File: config.mk
export PLATFORM = sky130hd
export DESIGN_NAME = stable_pose_offset_calibrator
export DESIGN_NICKNAME = d
export VERILOG_FILES = /design/src/rtl/spoc_pkg.sv /design/src/rtl/spoc_core.sv /design/src/rtl/spoc_div.sv /design/src/rtl/spoc_offset.sv /design/src/rtl/stable_pose_offset_calibrator.sv
export VERILOG_INCLUDE_DIRS = /design/src /design/src/rtl
export SDC_FILE = /design/constraint.sdc
export NUM_CORES = 2
export LEC_CHECK = 0
export ABC_AREA = 1
export ABC_CLOCK_PERIOD_IN_PS = 9000
export BUFFER_PORTS_ARGS = -buffer_cell sky130_fd_sc_hd__buf_4
export CAP_MARGIN = 0
export CORE_ASPECT_RATIO = 1.25
export CORE_UTILIZATION = 55
export DETAILED_ROUTE_END_ITERATION = 10
export PLACE_DENSITY_LB_ADDON = 0.25
export SETUP_SLACK_MARGIN = 0.1
export SYNTH_ARGS = -nofsm -noshare
export SYNTH_HDL_FRONTEND = slang
export SYNTH_SLANG_ARGS = --single-unit
File: constraint.sdc
create_clock -name clk -period 9 [get_ports clk]
set_input_delay 0.45 -clock clk [delete_from_list [all_inputs] [get_ports clk]]
set_output_delay 0.45 -clock clk [all_outputs]
set_load 0.01 [all_outputs]
File: src/rtl/stable_pose_offset_calibrator_defines.svh
// ----------------------------------------------------------------------------
// stable pose offset calibrator assertion macros
// concurrent checks clocked on clk, held off while arst_n is low
// ----------------------------------------------------------------------------
`ifndef STABLE_POSE_OFFSET_CALIBRATOR_DEFINES_SVH
`define STABLE_POSE_OFFSET_CALIBRATOR_DEFINES_SVH

// same-cycle implication
`define SPOC_ASSERT_IMP(lbl, ante, cons) \
	lbl: assert property (@(posedge clk) disable iff (!arst_n) (ante) |-> (cons)) \
		else $error("spoc check failed");

// next-cycle implication
`define SPOC_ASSERT_NXT(lbl, ante, cons) \
	lbl: assert property (@(posedge clk) disable iff (!arst_n) (ante) |=> (cons)) \
		else $error("spoc check failed");

`endif

File: src/rtl/spoc_pkg.sv
// ----------------------------------------------------------------------------
// spoc_pkg
// shared widths, constants and types of the stable pose offset calibrator
// ----------------------------------------------------------------------------
package spoc_pkg;

	localparam int SAMPLES_TO_AVERAGE = 64;

	localparam int ANGLE_W  = 25;
	localparam int ORI_W    = 3;
	localparam int THR_W    = 20;
	localparam int OFF_W    = 26;
	localparam int MASK_W   = 3;
	localparam int STATUS_W = 2;
	localparam int AXES     = 3;
	localparam int AXIS_W   = 2;

	localparam int LOG_N  = $clog2(SAMPLES_TO_AVERAGE);
	localparam int CNT_W  = $clog2(SAMPLES_TO_AVERAGE + 1);
	localparam int SUM_W  = ANGLE_W + LOG_N;
	localparam int X_W    = SUM_W;
	localparam int Q_W    = X_W - LOG_N + 1;
	localparam int PROD_W = X_W + Q_W;
	localparam int AVG_W  = ANGLE_W + 1;
	localparam int CALC_W = OFF_W + 1;

	// floor(2^X_W / N): quotient estimate is exact or one short
	localparam logic [Q_W-1:0] DIV_RECIP = Q_W'((64'd1 << X_W) / SAMPLES_TO_AVERAGE);
	localparam logic [X_W-1:0] HALF_N    = X_W'(SAMPLES_TO_AVERAGE / 2);
	localparam logic [X_W:0]   DIV_N     = (X_W + 1)'(SAMPLES_TO_AVERAGE);
	localparam logic [CNT_W-1:0] CNT_LAST = CNT_W'(SAMPLES_TO_AVERAGE - 1);
	localparam logic [CNT_W-1:0] CNT_ONE  = CNT_W'(1);

	localparam logic [THR_W-1:0] THR_RESET = THR_W'(1311);

	localparam int DEG = 65536;
	localparam logic signed [CALC_W-1:0] DEG_P90    = CALC_W'(90 * DEG);
	localparam logic signed [CALC_W-1:0] DEG_M90    = CALC_W'(-90 * DEG);
	localparam logic signed [CALC_W-1:0] DEG_P180   = CALC_W'(180 * DEG);
	localparam logic signed [CALC_W-1:0] DEG_M180   = CALC_W'(-180 * DEG);
	localparam logic signed [CALC_W-1:0] OFF_LIM_P  = CALC_W'(360 * DEG);
	localparam logic signed [CALC_W-1:0] OFF_LIM_M  = CALC_W'(-360 * DEG);

	// orientation codes by the offset rule they select
	localparam logic [ORI_W-1:0] ORI_Z_P90  = 3'd0;
	localparam logic [ORI_W-1:0] ORI_Z_ZERO = 3'd1;
	localparam logic [ORI_W-1:0] ORI_XY_ZERO = 3'd2;
	localparam logic [ORI_W-1:0] ORI_Z_M90  = 3'd3;
	localparam logic [ORI_W-1:0] ORI_Z_HALF = 3'd4;
	localparam logic [ORI_W-1:0] ORI_XY_HALF = 3'd5;

	localparam logic [MASK_W-1:0] MASK_NONE = 3'b000;
	localparam logic [MASK_W-1:0] MASK_XY   = 3'b011;
	localparam logic [MASK_W-1:0] MASK_Z    = 3'b100;

	localparam logic [AXIS_W-1:0] AXIS_X = 2'd0;
	localparam logic [AXIS_W-1:0] AXIS_Y = 2'd1;
	localparam logic [AXIS_W-1:0] AXIS_Z = 2'd2;

	// stream packing
	localparam int IN_FIELDS_W  = AXES * ANGLE_W + ORI_W;
	localparam int IN_DATA_W    = ((IN_FIELDS_W + 7) / 8) * 8;
	localparam int ORI_LSB      = AXES * ANGLE_W;
	localparam int OUT_FIELDS_W = AXES * OFF_W + MASK_W;
	localparam int OUT_DATA_W   = ((OUT_FIELDS_W + 7) / 8) * 8;
	localparam int MASK_LSB     = AXES * OFF_W;

	typedef enum logic [STATUS_W-1:0] {
		ST_COLLECT  = 2'd0,
		ST_RESTART  = 2'd1,
		ST_ABORT    = 2'd2,
		ST_COMPLETE = 2'd3
	} spoc_status_t;

	typedef logic signed [ANGLE_W-1:0] angle_t;
	typedef logic signed [SUM_W-1:0]   sum_t;
	typedef logic signed [AVG_W-1:0]   avg_t;
	typedef logic signed [OFF_W-1:0]   offset_t;

	typedef struct packed {
		spoc_status_t     status;
		logic [ORI_W-1:0] ori;
	} spoc_res_t;

endpackage

File: src/rtl/spoc_core.sv
// ----------------------------------------------------------------------------
// spoc_core
// run state, motion and orientation checks, per-axis accumulation
// ----------------------------------------------------------------------------
module spoc_core (
	input  logic                          clk,
	input  logic                          arst_n,
	input  logic                          fire,
	input  logic [spoc_pkg::THR_W-1:0]    threshold,
	input  spoc_pkg::angle_t              angle [spoc_pkg::AXES],
	input  logic [spoc_pkg::ORI_W-1:0]    ori,
	output spoc_pkg::spoc_res_t           res,
	output spoc_pkg::sum_t                sum_out [spoc_pkg::AXES]
);

	logic [spoc_pkg::CNT_W-1:0] cnt_q;
	logic [spoc_pkg::ORI_W-1:0] ref_ori_q;
	spoc_pkg::angle_t           ref_q [spoc_pkg::AXES];
	spoc_pkg::sum_t             sum_q [spoc_pkg::AXES];

	logic                              first;
	logic                              abort;
	logic                              moved;
	logic                              last;
	logic [spoc_pkg::ORI_W-1:0]        ref_ori_eff;
	logic [spoc_pkg::AXIS_W-1:0]       gaxis;
	spoc_pkg::angle_t                  ref_eff [spoc_pkg::AXES];
	logic signed [spoc_pkg::ANGLE_W:0] diff [spoc_pkg::AXES];
	logic [spoc_pkg::ANGLE_W:0]        dmag [spoc_pkg::AXES];
	logic [spoc_pkg::AXES-1:0]         axis_moved;
	spoc_pkg::sum_t                    sum_add [spoc_pkg::AXES];

	assign first       = (cnt_q == '0);
	assign ref_ori_eff = first ? ori : ref_ori_q;
	assign abort       = !first && (ori != ref_ori_q);
	assign last        = (cnt_q == spoc_pkg::CNT_LAST);

	// gravity axis is the code mod 3
	always_comb begin
		case (ref_ori_eff)
			3'd0, 3'd3, 3'd6: gaxis = spoc_pkg::AXIS_X;
			3'd1, 3'd4, 3'd7: gaxis = spoc_pkg::AXIS_Y;
			default:          gaxis = spoc_pkg::AXIS_Z;
		endcase
	end

	for (genvar g = 0; g < spoc_pkg::AXES; g++) begin : g_axis
		assign ref_eff[g] = first ? angle[g] : ref_q[g];
		assign diff[g]    = (spoc_pkg::ANGLE_W + 1)'(angle[g])
			- (spoc_pkg::ANGLE_W + 1)'(ref_eff[g]);
		assign dmag[g]    = diff[g][spoc_pkg::ANGLE_W]
			? unsigned'((spoc_pkg::ANGLE_W + 1)'(-diff[g]))
			: unsigned'(diff[g]);
		assign axis_moved[g] = (spoc_pkg::AXIS_W'(g) != gaxis)
			&& (dmag[g] > (spoc_pkg::ANGLE_W + 1)'(threshold));
		assign sum_add[g] = sum_q[g] + spoc_pkg::SUM_W'(angle[g]);
		assign sum_out[g] = sum_add[g];
	end

	assign moved = |axis_moved;

	always_comb begin
		res.ori = ref_ori_eff;
		if (abort) begin
			res.status = spoc_pkg::ST_ABORT;
		end else if (moved) begin
			res.status = spoc_pkg::ST_RESTART;
		end else if (last) begin
			res.status = spoc_pkg::ST_COMPLETE;
		end else begin
			res.status = spoc_pkg::ST_COLLECT;
		end
	end

	always_ff @(posedge clk or negedge arst_n) begin
		if (!arst_n) begin
			cnt_q     <= '0;
			ref_ori_q <= '0;
			for (int i = 0; i < spoc_pkg::AXES; i++) begin
				ref_q[i] <= '0;
				sum_q[i] <= '0;
			end
		end else if (fire) begin
			ref_ori_q <= ref_ori_eff;
			if (abort) begin
				cnt_q <= '0;
				for (int i = 0; i < spoc_pkg::AXES; i++) begin
					sum_q[i] <= '0;
				end
			end else if (moved) begin
				// this sample opens a new run
				cnt_q <= spoc_pkg::CNT_ONE;
				for (int i = 0; i < spoc_pkg::AXES; i++) begin
					ref_q[i] <= angle[i];
					sum_q[i] <= spoc_pkg::SUM_W'(angle[i]);
				end
			end else begin
				for (int i = 0; i < spoc_pkg::AXES; i++) begin
					if (first) begin
						ref_q[i] <= angle[i];
					end
					sum_q[i] <= last ? '0 : sum_add[i];
				end
				cnt_q <= last ? '0 : cnt_q + spoc_pkg::CNT_ONE;
			end
		end
	end

endmodule

File: src/rtl/spoc_div.sv
// ----------------------------------------------------------------------------
// spoc_div
// rounded average of one axis sum: reciprocal multiply, then one correction
// ----------------------------------------------------------------------------
module spoc_div (
	input  logic           clk,
	input  logic           en_s3,
	input  logic           en_s4,
	input  spoc_pkg::sum_t sum,
	output spoc_pkg::avg_t avg_s4,
	output logic           pos_s4
);

	logic                        neg;
	logic [spoc_pkg::X_W-1:0]    mag;
	logic [spoc_pkg::X_W-1:0]    x;

	logic [spoc_pkg::PROD_W-1:0] prod_s3;
	logic [spoc_pkg::X_W-1:0]    x_s3;
	logic                        neg_s3;
	logic                        pos_s3;

	logic [spoc_pkg::Q_W-1:0]    q_est;
	logic [spoc_pkg::X_W:0]      qn;
	logic [spoc_pkg::X_W:0]      rem;
	logic [spoc_pkg::Q_W-1:0]    q;
	logic [spoc_pkg::AVG_W-1:0]  qa;

	assign neg = sum[spoc_pkg::SUM_W-1];
	assign mag = neg ? unsigned'(spoc_pkg::X_W'(-sum)) : unsigned'(spoc_pkg::X_W'(sum));
	// round half away from zero on the magnitude
	assign x   = mag + spoc_pkg::HALF_N;

	always_ff @(posedge clk) begin
		if (en_s3) begin
			prod_s3 <= spoc_pkg::PROD_W'(x) * spoc_pkg::PROD_W'(spoc_pkg::DIV_RECIP);
			x_s3    <= x;
			neg_s3  <= neg;
			pos_s3  <= !neg && (sum != '0);
		end
	end

	assign q_est = prod_s3[spoc_pkg::X_W +: spoc_pkg::Q_W];
	assign qn    = (spoc_pkg::X_W + 1)'((spoc_pkg::X_W + 1)'(q_est) * spoc_pkg::DIV_N);
	assign rem   = {1'b0, x_s3} - qn;
	assign q     = (rem >= spoc_pkg::DIV_N) ? q_est + spoc_pkg::Q_W'(1) : q_est;
	assign qa    = spoc_pkg::AVG_W'(q);

	always_ff @(posedge clk) begin
		if (en_s4) begin
			avg_s4 <= neg_s3 ? -signed'(qa) : signed'(qa);
			pos_s4 <= pos_s3;
		end
	end

endmodule

File: src/rtl/spoc_offset.sv
// ----------------------------------------------------------------------------
// spoc_offset
// per-orientation offset rule and saturation of a finished run
// ----------------------------------------------------------------------------
module spoc_offset (
	input  spoc_pkg::spoc_res_t          res,
	input  spoc_pkg::avg_t               avg [spoc_pkg::AXES],
	input  logic [spoc_pkg::AXES-1:0]    pos,
	output spoc_pkg::offset_t            off [spoc_pkg::AXES],
	output logic [spoc_pkg::MASK_W-1:0]  mask
);

	logic signed [spoc_pkg::CALC_W-1:0] av   [spoc_pkg::AXES];
	logic signed [spoc_pkg::CALC_W-1:0] half [spoc_pkg::AXES];
	logic signed [spoc_pkg::CALC_W-1:0] calc [spoc_pkg::AXES];

	function automatic spoc_pkg::offset_t sat(input logic signed [spoc_pkg::CALC_W-1:0] v);
		if (v > spoc_pkg::OFF_LIM_P) begin
			sat = spoc_pkg::OFF_W'(spoc_pkg::OFF_LIM_P);
		end else if (v < spoc_pkg::OFF_LIM_M) begin
			sat = spoc_pkg::OFF_W'(spoc_pkg::OFF_LIM_M);
		end else begin
			sat = spoc_pkg::OFF_W'(v);
		end
	endfunction

	for (genvar g = 0; g < spoc_pkg::AXES; g++) begin : g_axis
		assign av[g]   = spoc_pkg::CALC_W'(avg[g]);
		// half-turn reference follows the sign of the sum
		assign half[g] = pos[g] ? spoc_pkg::DEG_P180 : spoc_pkg::DEG_M180;
		assign off[g]  = sat(calc[g]);
	end

	always_comb begin
		for (int i = 0; i < spoc_pkg::AXES; i++) begin
			calc[i] = '0;
		end
		mask = spoc_pkg::MASK_NONE;
		if (res.status == spoc_pkg::ST_COMPLETE) begin
			case (res.ori)
				spoc_pkg::ORI_Z_P90: begin
					calc[spoc_pkg::AXIS_Z] = spoc_pkg::DEG_P90 - av[spoc_pkg::AXIS_Z];
					mask = spoc_pkg::MASK_Z;
				end
				spoc_pkg::ORI_Z_ZERO: begin
					calc[spoc_pkg::AXIS_Z] = -av[spoc_pkg::AXIS_Z];
					mask = spoc_pkg::MASK_Z;
				end
				spoc_pkg::ORI_XY_ZERO: begin
					calc[spoc_pkg::AXIS_X] = -av[spoc_pkg::AXIS_X];
					calc[spoc_pkg::AXIS_Y] = -av[spoc_pkg::AXIS_Y];
					mask = spoc_pkg::MASK_XY;
				end
				spoc_pkg::ORI_Z_M90: begin
					calc[spoc_pkg::AXIS_Z] = spoc_pkg::DEG_M90 - av[spoc_pkg::AXIS_Z];
					mask = spoc_pkg::MASK_Z;
				end
				spoc_pkg::ORI_Z_HALF: begin
					calc[spoc_pkg::AXIS_Z] = half[spoc_pkg::AXIS_Z] - av[spoc_pkg::AXIS_Z];
					mask = spoc_pkg::MASK_Z;
				end
				spoc_pkg::ORI_XY_HALF: begin
					calc[spoc_pkg::AXIS_X] = half[spoc_pkg::AXIS_X] - av[spoc_pkg::AXIS_X];
					calc[spoc_pkg::AXIS_Y] = half[spoc_pkg::AXIS_Y] - av[spoc_pkg::AXIS_Y];
					mask = spoc_pkg::MASK_XY;
				end
				// codes six and seven complete with no offsets
				default: mask = spoc_pkg::MASK_NONE;
			endcase
		end
	end

endmodule

File: src/rtl/stable_pose_offset_calibrator.sv
// ----------------------------------------------------------------------------
// stable_pose_offset_calibrator
// averages a still run of angle samples and emits per-orientation offsets
// ----------------------------------------------------------------------------
// usage
//   s_* carries one angle sample per word: three axis angles and the code of
//   the face pointing to gravity. m_* returns exactly one word per sample: the
//   status in tuser (collecting, restarted on motion, aborted, complete) and,
//   on completion, the offsets and their valid mask in tdata.
//   cfg_we / cfg_wdata write the motion threshold; write only while idle.
//   a sample moves from the input register through the run-state register,
//   the averaging divide (a two-stage reciprocal multiply per axis) and the
//   output register. throughput: one sample per cycle unless m_tready stalls
//   the output; the run state is updated between the input and next stages.
//   five register stages each hold a word, so input keeps flowing while a
//   result waits; when m_tready stays low the pipeline fills and s_tready
//   drops once all five stages hold words.
//   reset clears the run, the references and the pipeline, and loads the
//   threshold with 1311 (about 0.02 degree).
// ----------------------------------------------------------------------------
`include "stable_pose_offset_calibrator_defines.svh"

module stable_pose_offset_calibrator (
	input  logic                             clk,
	input  logic                             arst_n,
	input  logic                             cfg_we,
	input  logic [spoc_pkg::THR_W-1:0]       cfg_wdata,
	input  logic                             s_tvalid,
	output logic                             s_tready,
	// angle_x, angle_y, angle_z, orientation, zero fill
	input  logic [spoc_pkg::IN_DATA_W-1:0]   s_tdata,
	output logic                             m_tvalid,
	input  logic                             m_tready,
	// offset_x, offset_y, offset_z, offset_mask, zero fill
	output logic [spoc_pkg::OUT_DATA_W-1:0]  m_tdata,
	// status
	output logic [spoc_pkg::STATUS_W-1:0]    m_tuser
);

	logic [spoc_pkg::THR_W-1:0] threshold_q;

	logic v_s1, v_s2, v_s3, v_s4, v_s5;
	logic rdy_s1, rdy_s2, rdy_s3, rdy_s4, rdy_s5;

	spoc_pkg::angle_t           ang_s1 [spoc_pkg::AXES];
	logic [spoc_pkg::ORI_W-1:0] ori_s1;

	spoc_pkg::spoc_res_t core_res;
	spoc_pkg::sum_t      core_sum [spoc_pkg::AXES];

	spoc_pkg::spoc_res_t res_s2, res_s3, res_s4;
	spoc_pkg::sum_t      sum_s2 [spoc_pkg::AXES];

	spoc_pkg::avg_t            avg_s4 [spoc_pkg::AXES];
	logic [spoc_pkg::AXES-1:0] pos_s4;

	spoc_pkg::offset_t           off_nxt [spoc_pkg::AXES];
	logic [spoc_pkg::MASK_W-1:0] mask_nxt;

	spoc_pkg::offset_t           off_s5 [spoc_pkg::AXES];
	logic [spoc_pkg::MASK_W-1:0] mask_s5;
	spoc_pkg::spoc_status_t      status_s5;

	// a stage takes a word when empty or when its word moves on
	assign rdy_s5 = !v_s5 || m_tready;
	assign rdy_s4 = !v_s4 || rdy_s5;
	assign rdy_s3 = !v_s3 || rdy_s4;
	assign rdy_s2 = !v_s2 || rdy_s3;
	assign rdy_s1 = !v_s1 || rdy_s2;
	assign s_tready = rdy_s1;

	always_ff @(posedge clk or negedge arst_n) begin
		if (!arst_n) begin
			threshold_q <= spoc_pkg::THR_RESET;
			v_s1 <= 1'b0;
			v_s2 <= 1'b0;
			v_s3 <= 1'b0;
			v_s4 <= 1'b0;
			v_s5 <= 1'b0;
		end else begin
			if (cfg_we) begin
				threshold_q <= cfg_wdata;
			end
			if (rdy_s1) v_s1 <= s_tvalid;
			if (rdy_s2) v_s2 <= v_s1;
			if (rdy_s3) v_s3 <= v_s2;
			if (rdy_s4) v_s4 <= v_s3;
			if (rdy_s5) v_s5 <= v_s4;
		end
	end

	always_ff @(posedge clk) begin
		if (rdy_s1) begin
			for (int i = 0; i < spoc_pkg::AXES; i++) begin
				ang_s1[i] <= s_tdata[i * spoc_pkg::ANGLE_W +: spoc_pkg::ANGLE_W];
			end
			ori_s1 <= s_tdata[spoc_pkg::ORI_LSB +: spoc_pkg::ORI_W];
		end
		if (rdy_s2) begin
			res_s2 <= core_res;
			for (int i = 0; i < spoc_pkg::AXES; i++) begin
				sum_s2[i] <= core_sum[i];
			end
		end
		if (rdy_s3) res_s3 <= res_s2;
		if (rdy_s4) res_s4 <= res_s3;
		if (rdy_s5) begin
			status_s5 <= res_s4.status;
			mask_s5   <= mask_nxt;
			for (int i = 0; i < spoc_pkg::AXES; i++) begin
				off_s5[i] <= off_nxt[i];
			end
		end
	end

	spoc_core u_core (
		.clk       (clk),
		.arst_n    (arst_n),
		.fire      (v_s1 && rdy_s2),
		.threshold (threshold_q),
		.angle     (ang_s1),
		.ori       (ori_s1),
		.res       (core_res),
		.sum_out   (core_sum)
	);

	for (genvar g = 0; g < spoc_pkg::AXES; g++) begin : g_div
		spoc_div u_div (
			.clk    (clk),
			.en_s3  (rdy_s3),
			.en_s4  (rdy_s4),
			.sum    (sum_s2[g]),
			.avg_s4 (avg_s4[g]),
			.pos_s4 (pos_s4[g])
		);
	end

	spoc_offset u_offset (
		.res  (res_s4),
		.avg  (avg_s4),
		.pos  (pos_s4),
		.off  (off_nxt),
		.mask (mask_nxt)
	);

	always_comb begin
		m_tdata = '0;
		for (int i = 0; i < spoc_pkg::AXES; i++) begin
			m_tdata[i * spoc_pkg::OFF_W +: spoc_pkg::OFF_W] = off_s5[i];
		end
		m_tdata[spoc_pkg::MASK_LSB +: spoc_pkg::MASK_W] = mask_s5;
	end

	assign m_tvalid = v_s5;
	assign m_tuser  = status_s5;

	`SPOC_ASSERT_IMP(a_ready_when_drained, !m_tvalid, s_tready)
	`SPOC_ASSERT_NXT(a_accept_fills_s1, s_tvalid && s_tready, v_s1)
	`SPOC_ASSERT_IMP(a_no_offsets_unless_done, m_tvalid && (m_tuser != spoc_pkg::ST_COMPLETE), m_tdata == '0)
	`SPOC_ASSERT_IMP(a_mask_pattern, m_tvalid && (mask_s5 != spoc_pkg::MASK_NONE), (mask_s5 == spoc_pkg::MASK_XY) || (mask_s5 == spoc_pkg::MASK_Z))

endmodule
Word level (Yosys, flattened, before mapping)
Memories as Yosys holds them, arrays and structs flattened.
Index checks and enable logic that the tools add are counted.
{"block": "classes", "mux": 45, "n_addsub": 33, "bitwise": 1, "reduce_logical": 35, "n_eq_ne": 15, "magnitude_cmp": 12}
{"op": "26-bit 2-to-1 mux", "n": 15}
{"op": "31-bit 2-to-1 mux", "n": 6}
{"op": "93-bit 2-to-1 mux", "n": 2}
{"op": "26-bit negation", "n": 6}
{"op": "27-bit case mux with 4 select lines", "n": 1}
{"op": "54-bit case mux with 2 select lines", "n": 1}
{"op": "32-bit by 7-bit greater-or-equal comparator with 1-bit output, second input constant", "n": 3}
{"op": "31-bit by 31-bit subtractor with 32-bit output", "n": 3}
{"op": "31-bit by 25-bit adder with 31-bit output", "n": 3}
{"op": "31-bit by 6-bit adder with 31-bit output, second input constant", "n": 3}
{"op": "31-bit negation", "n": 3}
{"op": "31-bit nonzero test", "n": 3}
{"op": "27-bit by 26-bit greater-than comparator with 1-bit output, second input constant", "n": 3}
{"op": "27-bit by 26-bit less-than comparator with 1-bit output, second input constant", "n": 3}
{"op": "27-bit 2-to-1 mux", "n": 3}
{"op": "81-bit 2-to-1 mux", "n": 1}
{"op": "26-bit negation with 27-bit output", "n": 3}
{"op": "27-bit by 26-bit subtractor with 27-bit output", "n": 3}
{"op": "25-bit by 1-bit adder with 26-bit output, second input constant", "n": 3}
{"op": "26-bit by 20-bit greater-than comparator with 1-bit output", "n": 3}
{"op": "25-bit by 25-bit subtractor with 26-bit output", "n": 3}
{"op": "25-bit 2-to-1 mux", "n": 3}
{"op": "75-bit 2-to-1 mux", "n": 1}
{"op": "24-bit by 26-bit subtractor with 27-bit output, first input constant", "n": 2}
{"op": "26 further kinds", "n": 61}
{"block": "word_totals", "wordCells": 184, "reg_bits": 481, "ramBits": 171, "inputBits": 105, "output_inout_bits": 92, "memories": 2}
{"name": "sum_s2", "words": 3, "word_bits": 31, "rd": 3, "rd_ports_with_merged_regs": 0, "wr": 3, "line": "stable_pose_offset_calibrator.sv:52", "text": "spoc_pkg::sum_t sum_s2 [spoc_pkg::AXES];"}
{"name": "off_s5", "words": 3, "word_bits": 26, "rd": 3, "rd_ports_with_merged_regs": 0, "wr": 3, "line": "stable_pose_offset_calibrator.sv:60", "text": "spoc_pkg::offset_t off_s5 [spoc_pkg::AXES];"}

Logic depth before layout (Yosys ltp)
{"block": "logic_depth", "ltp_word": 10, "mapped_depth": 52, "ltp_nobuf": 46}

By module
From an unflattened synthesis, not the netlist that was laid out.
{"block": "unflattened", "cells_unflattened": 7338, "hier_area_um2": 51785.9}
{"mod": "spoc_core", "area_each_um2": 24110.6, "cells_each": 4071, "seq_area_each_um2": 4454.3, "instances": 1}
{"mod": "spoc_div", "area_each_um2": 4021.4, "cells_each": 516, "seq_area_each_um2": 1621.6, "instances": 3}
{"mod": "stable_pose_offset_calibrator", "area_each_um2": 9213.8, "cells_each": 342, "seq_area_each_um2": 8712.1, "instances": 1}
{"mod": "spoc_offset", "area_each_um2": 6397.4, "cells_each": 1377, "seq_area_each_um2": 0.0, "instances": 1}

Least setup slack after synthesis
OpenSTA, ideal clock, no wires.
{"block": "synth_timing", "path_type": "flip-flop to flip-flop", "from": "reg v_s5 (netlist: m_tvalid)", "to": "reg res_s2[0] (netlist bit), enable pin", "n_path_buf": 0, "required_ps": 8548, "setup_slack_ps": 530, "period_less_slack_ps": 8470, "t_arrival_ps": 8018, "path_stages_with_launch": 10, "setup_ps": 452, "path_cell_list": "dfrtp_1 > inv_1 > nor2_1 > inv_1 > nor2_1 > inv_1 > nor2_1 > inv_1 > nor2_1 > inv_1"}
{"block": "synth_between", "elab_chain_len": 5}
{"element": "start, declared", "line": "stable_pose_offset_calibrator.sv:42", "text": "logic v_s1, v_s2, v_s3, v_s4, v_s5;"}
{"element": "start signal, assigned", "line": "stable_pose_offset_calibrator.sv:88", "text": "if (rdy_s5) v_s5 <= v_s4;"}
{"element": "1-bit logical NOT", "line": "stable_pose_offset_calibrator.sv:65", "text": "assign rdy_s5 = !v_s5 || m_tready;"}
{"element": "1-bit logical OR", "line": "stable_pose_offset_calibrator.sv:65"}
{"element": "net rdy_s5", "line": "stable_pose_offset_calibrator.sv:43", "text": "logic rdy_s1, rdy_s2, rdy_s3, rdy_s4, rdy_s5;"}
{"element": "1-bit logical OR", "line": "stable_pose_offset_calibrator.sv:66", "text": "assign rdy_s4 = !v_s4 || rdy_s5;"}
{"element": "net g_div[0].u_div.en_s4", "line": "spoc_div.sv:8", "text": "input logic en_s4,"}
{"element": "1-bit logical OR", "line": "stable_pose_offset_calibrator.sv:67", "text": "assign rdy_s3 = !v_s3 || rdy_s4;"}
{"element": "net g_div[0].u_div.en_s3", "line": "spoc_div.sv:7", "text": "input logic en_s3,"}
{"element": "1-bit logical OR", "line": "stable_pose_offset_calibrator.sv:68", "text": "assign rdy_s2 = !v_s2 || rdy_s3;"}
{"element": "end signal, assigned", "line": "stable_pose_offset_calibrator.sv:100", "text": "res_s2 <= core_res;"}
{"element": "end, declared", "line": "stable_pose_offset_calibrator.sv:51", "text": "spoc_pkg::spoc_res_t res_s2, res_s3, res_s4;"}
The timed path passes the listed nets, and every way through them passes these cells.
A chain may end at the register's enable or synchronous reset.

Worst setup path in the final report
{"block": "layout_timing", "from": "reg u_core.cnt_q[0] (netlist bit)", "to": "reg u_core.ref_q[51] (netlist bit)"}
{"block": "layout_between", "elab_chain_len": 9, "word_cells_on_any_way": 38, "cone_classes": "6 x add/sub; 3 x order compare; 7 x eq/ne; 9 x mux; 1 x bitwise; 12 x reduce/logical"}
{"element": "start, declared", "line": "spoc_core.sv:16", "text": "logic [spoc_pkg::CNT_W-1:0] cnt_q;"}
{"element": "start signal, assigned", "line": "spoc_core.sv:92", "text": "cnt_q <= spoc_pkg::CNT_ONE;"}
{"element": "start signal, assigned", "line": "spoc_core.sv:104", "text": "cnt_q <= last ? '0 : cnt_q + spoc_pkg::CNT_ONE;"}
{"element": "7-bit logical NOT (*)", "line": "spoc_core.sv:33", "text": "assign first = (cnt_q == '0);"}
{"element": "25-bit 2-to-1 mux or 3-bit 2-to-1 mux (tied branches)", "line": "spoc_core.sv:48, spoc_core.sv:34"}
{"element": "25-bit by 25-bit subtractor with 26-bit output, or another cell as far along", "line": "spoc_core.sv:50", "text": "- (spoc_pkg::ANGLE_W + 1)'(ref_eff[g]);"}
{"element": "26-bit negation or 3-bit OR reduction (tied branches)", "line": "spoc_core.sv:52, spoc_core.sv:40"}
{"element": "26-bit 2-to-1 mux or 2-bit case mux with 2 select lines (tied branches)", "line": "spoc_core.sv:52, spoc_core.sv:40"}
{"element": "26-bit by 20-bit greater-than comparator with 1-bit output, or another cell as far along", "line": "spoc_core.sv:55", "text": "&& (dmag[g] > (spoc_pkg::ANGLE_W + 1)'(threshold));"}
{"element": "1-bit logical AND", "line": "spoc_core.sv:55"}
{"element": "3-bit OR reduction", "line": "spoc_core.sv:60", "text": "assign moved = |axis_moved;"}
{"element": "75-bit 2-to-1 mux", "line": "spoc_core.sv:90", "text": "end else if (moved) begin"}
{"element": "end signal, assigned by index", "line": "spoc_core.sv:94", "text": "ref_q[i] <= angle[i];"}
{"element": "end signal, assigned by index", "line": "spoc_core.sv:100", "text": "ref_q[i] <= angle[i];"}
{"element": "end, declared", "line": "spoc_core.sv:18", "text": "spoc_pkg::angle_t ref_q [spoc_pkg::AXES];"}
Mark *: on every way between the ends. The rest lies on a longest branch, timed or not.

==> qor.yml <==
critical_path_required_ns: 9.55
routedWlPerCell_um: 15.4
cp_slowest_cell: "buf_12"
clk_latency_ns: 0.62
timing_worst_setup_path_type: "flop to flop"
seq_area_frac_synth: 0.382
grt-ovfl-total: 0
cp_num_buf_inv: 7
drive_above_1_share: 0.0667
layout_commonest_cell: "nand2_1"
core_sq_um: 84600
synth_edf_count: 430
status: "finished, final reports clean"
clock_sinks: 633
synth_area_sq_um: 47200
fin_area_sq_um: 52300
worst_slew_pin_slew_ns: 1.18
rrSetupSlack_ns: 1.42
finalCritPeriodShare: 0.843
dp_cells: 7570
cts_buffer_depth: 3
wl_um: 119000
synth_async_sr_flop_share: 0.321
timing.hold.ws_ns: 0.0310
synth-seq-cells: 633
grt_pass1_vias: 40400
placed_area_sq_um: 49400
grt_pass1_wl_um: 195000
relSlewSlack: 0.213
hold_path_class: "primary input to flop"
rsz0062_at_grt: "false"
end_kind: "flop"
dieArea_sq_um: 86900
drt_iter0_markers: 3039
tns_ns: 0
num_rows: 119
cts_buffers: 68
antenna_found_initial: 2
grt_usage: 0.272
cts_max_level: 3
setup_viol: 0
die_height_um: 329
fmax_mhz: 132
ios: 197
grt_max_degree: 169
remaining_drc_errors: 0
finClkSkew_ns: 0.0226
die_x_um: 264
place_congestion: 0.949
io_buffers: 187
synth_warnings: 0
final_cell_mix: "1,868 x nand2_1, 903 x inv_1, 551 x nor2_1, 430 x edfxtp_1, 378 x nand3_1"
cts_root_buf: "clkbuf_16"
startpoint_type: "flop"
avgViaCountPerCell: 5.45
instances_no_fill: 7758
maxSlewViolCount: 0
critPathTopFamily: "simple AND/OR/NAND/NOR gates"
num-fill-cells: 7608
antenna_left: 0
vias: 42300
postSynthCellCount: 6437
cts_tree: "built"
hold_viol_final: 0
area_growth_syn_to_layout_pct: 10.9
cp.arrival_ns: 8.13
ys.flop_type: "edfxtp_1"
min_period_ns: 7.58
cpMostUsedCell: "nand2_1"
max_stage_delay_ns: 0.59
start_util: 0.558
crit_fanout: 168
post_cts_resized: 0
drt_first_pass_iters: 6
syn_avg_cell_area_sq_um: 7.33
cap_viol_max_count: 0
synth.distinct_cells: 61
cts.clk_slew.worst_paths_ns: 0.06
nets: 6977
post-dp-hpwl_um: 87700
[kinds of logic (layout without fill, tap and decap cells)]
family,Yosys count,after routing,synth area share
other cells,1,9,0.0000795
flops,633,633,0.382
xor+xnor,360,360,0.0669
mux,1,1,0.000239
buf+inv,1113,1337,0.0932
simple gates,3312,3312,0.302
fa+ha+maj,255,255,0.0683
compound gates,762,762,0.0880
[worst register-to-register path: cells and delay by family, from the launching register on]
kind / cells / cell delay, ns
AND/OR/NAND/NOR: 21 / 2.81
AO/OA/AOI/OAI: 7 / 1.78
XOR/XNOR: 1 / 0.23
adder cells (fa/ha/maj): 3 / 0.78
buffers and inverters: 7 / 1.50
flip-flops: 1 / 0.41
[cells in the mapped netlist (all sizes together), types with 87 or more instances]
master	n	area, sq um
o21ai	316	1590
dfrtp	196	4900
clkbuf	93	349
nor3	92	465
inv	926	3480
xor2	243	2130
a21oi	323	1620
nand4	284	1780
buf	87	544
nand3	403	2150
edfxtp	430	12900
nand2	1892	7160
xnor2	117	1020
nor2	571	2200
ha	251	3140
[final timing paths]
path / start / endpoint / depth (start not counted)
worst max-delay path: u_core.cnt_q[0]$_DFFE_PN0P_ / u_core.ref_q[51]$_DFFE_PN0P_ / 39
worst min-delay path: s_tdata[29] / ang_s1[29]$_DFFE_PP_ / 1
worst max register to register: u_core.cnt_q[0]$_DFFE_PN0P_ / u_core.ref_q[51]$_DFFE_PN0P_ / 39
worst min register to register: res_s3[4]$_DFFE_PP_ / res_s4[4]$_DFFE_PP_ / 0
max in group asynchronous: arst_n / threshold_q[11]$_DFFE_PN0P_ / 3
min in group asynchronous: arst_n / u_core.ref_q[55]$_DFFE_PN0P_ / 2
[per-layer routing]
metal / vias to the layer above / wire (um) / part of all wire / track usage
met4: 0 / 3540 / 0.030 / 0.0962
met1: 19400 / 51500 / 0.43 / 0.341
met3: 215 / 6370 / 0.053 / 0.0330
li1: 21500 / - / - / -
met2: 1202 / 58000 / 0.49 / 0.484
met5: - / 0 / 0 / 0
[state kept, by name, summed over array words and instances (netlist names), 7 cells and up]
signal               cells
ang_s1                  75
g_div.u_div.avg_s4      78
g_div.u_div.prod_s3     25
g_div.u_div.x_s3        50
off_s5                  78
sum_s2                  93
threshold_q             20
u_core.cnt_q             7
u_core.ref_q            75
u_core.sum_q            93
[metrics by stage]
stage,utilization,setup slack (ns)
2_1_floorplan,-,0.530
3_3_place_gp,0.585,1.70
3_5_place_dp,0.585,1.53
4_1_cts,0.619,1.47
5_1_grt,0.619,0.796
6_report,0.619,1.42
[area by class of cell]
type                            count  area, sq um  share of cell area
Timing Repair Buffer              284         2390              0.0457
Clock buffer                       86         1830              0.0350
Antenna cell                        2         5.00           0.0000957
Multi-Input combinational cell   4697        24800               0.475
Tap cell                         1089         1360              0.0260
Sequential cell                   633        18000               0.344
Clock inverter                     34          393             0.00751
Inverter                          933         3510              0.0671
[what timing repair did]
item                      4_1_cts  5_1_grt
hold endpoints to repair      131        0
hold buffers                   66        0
setup buffers                   0        0
Power is not shown: default switching activity piles up to over one toggle a cycle in this logic, so the estimate is an artifact.
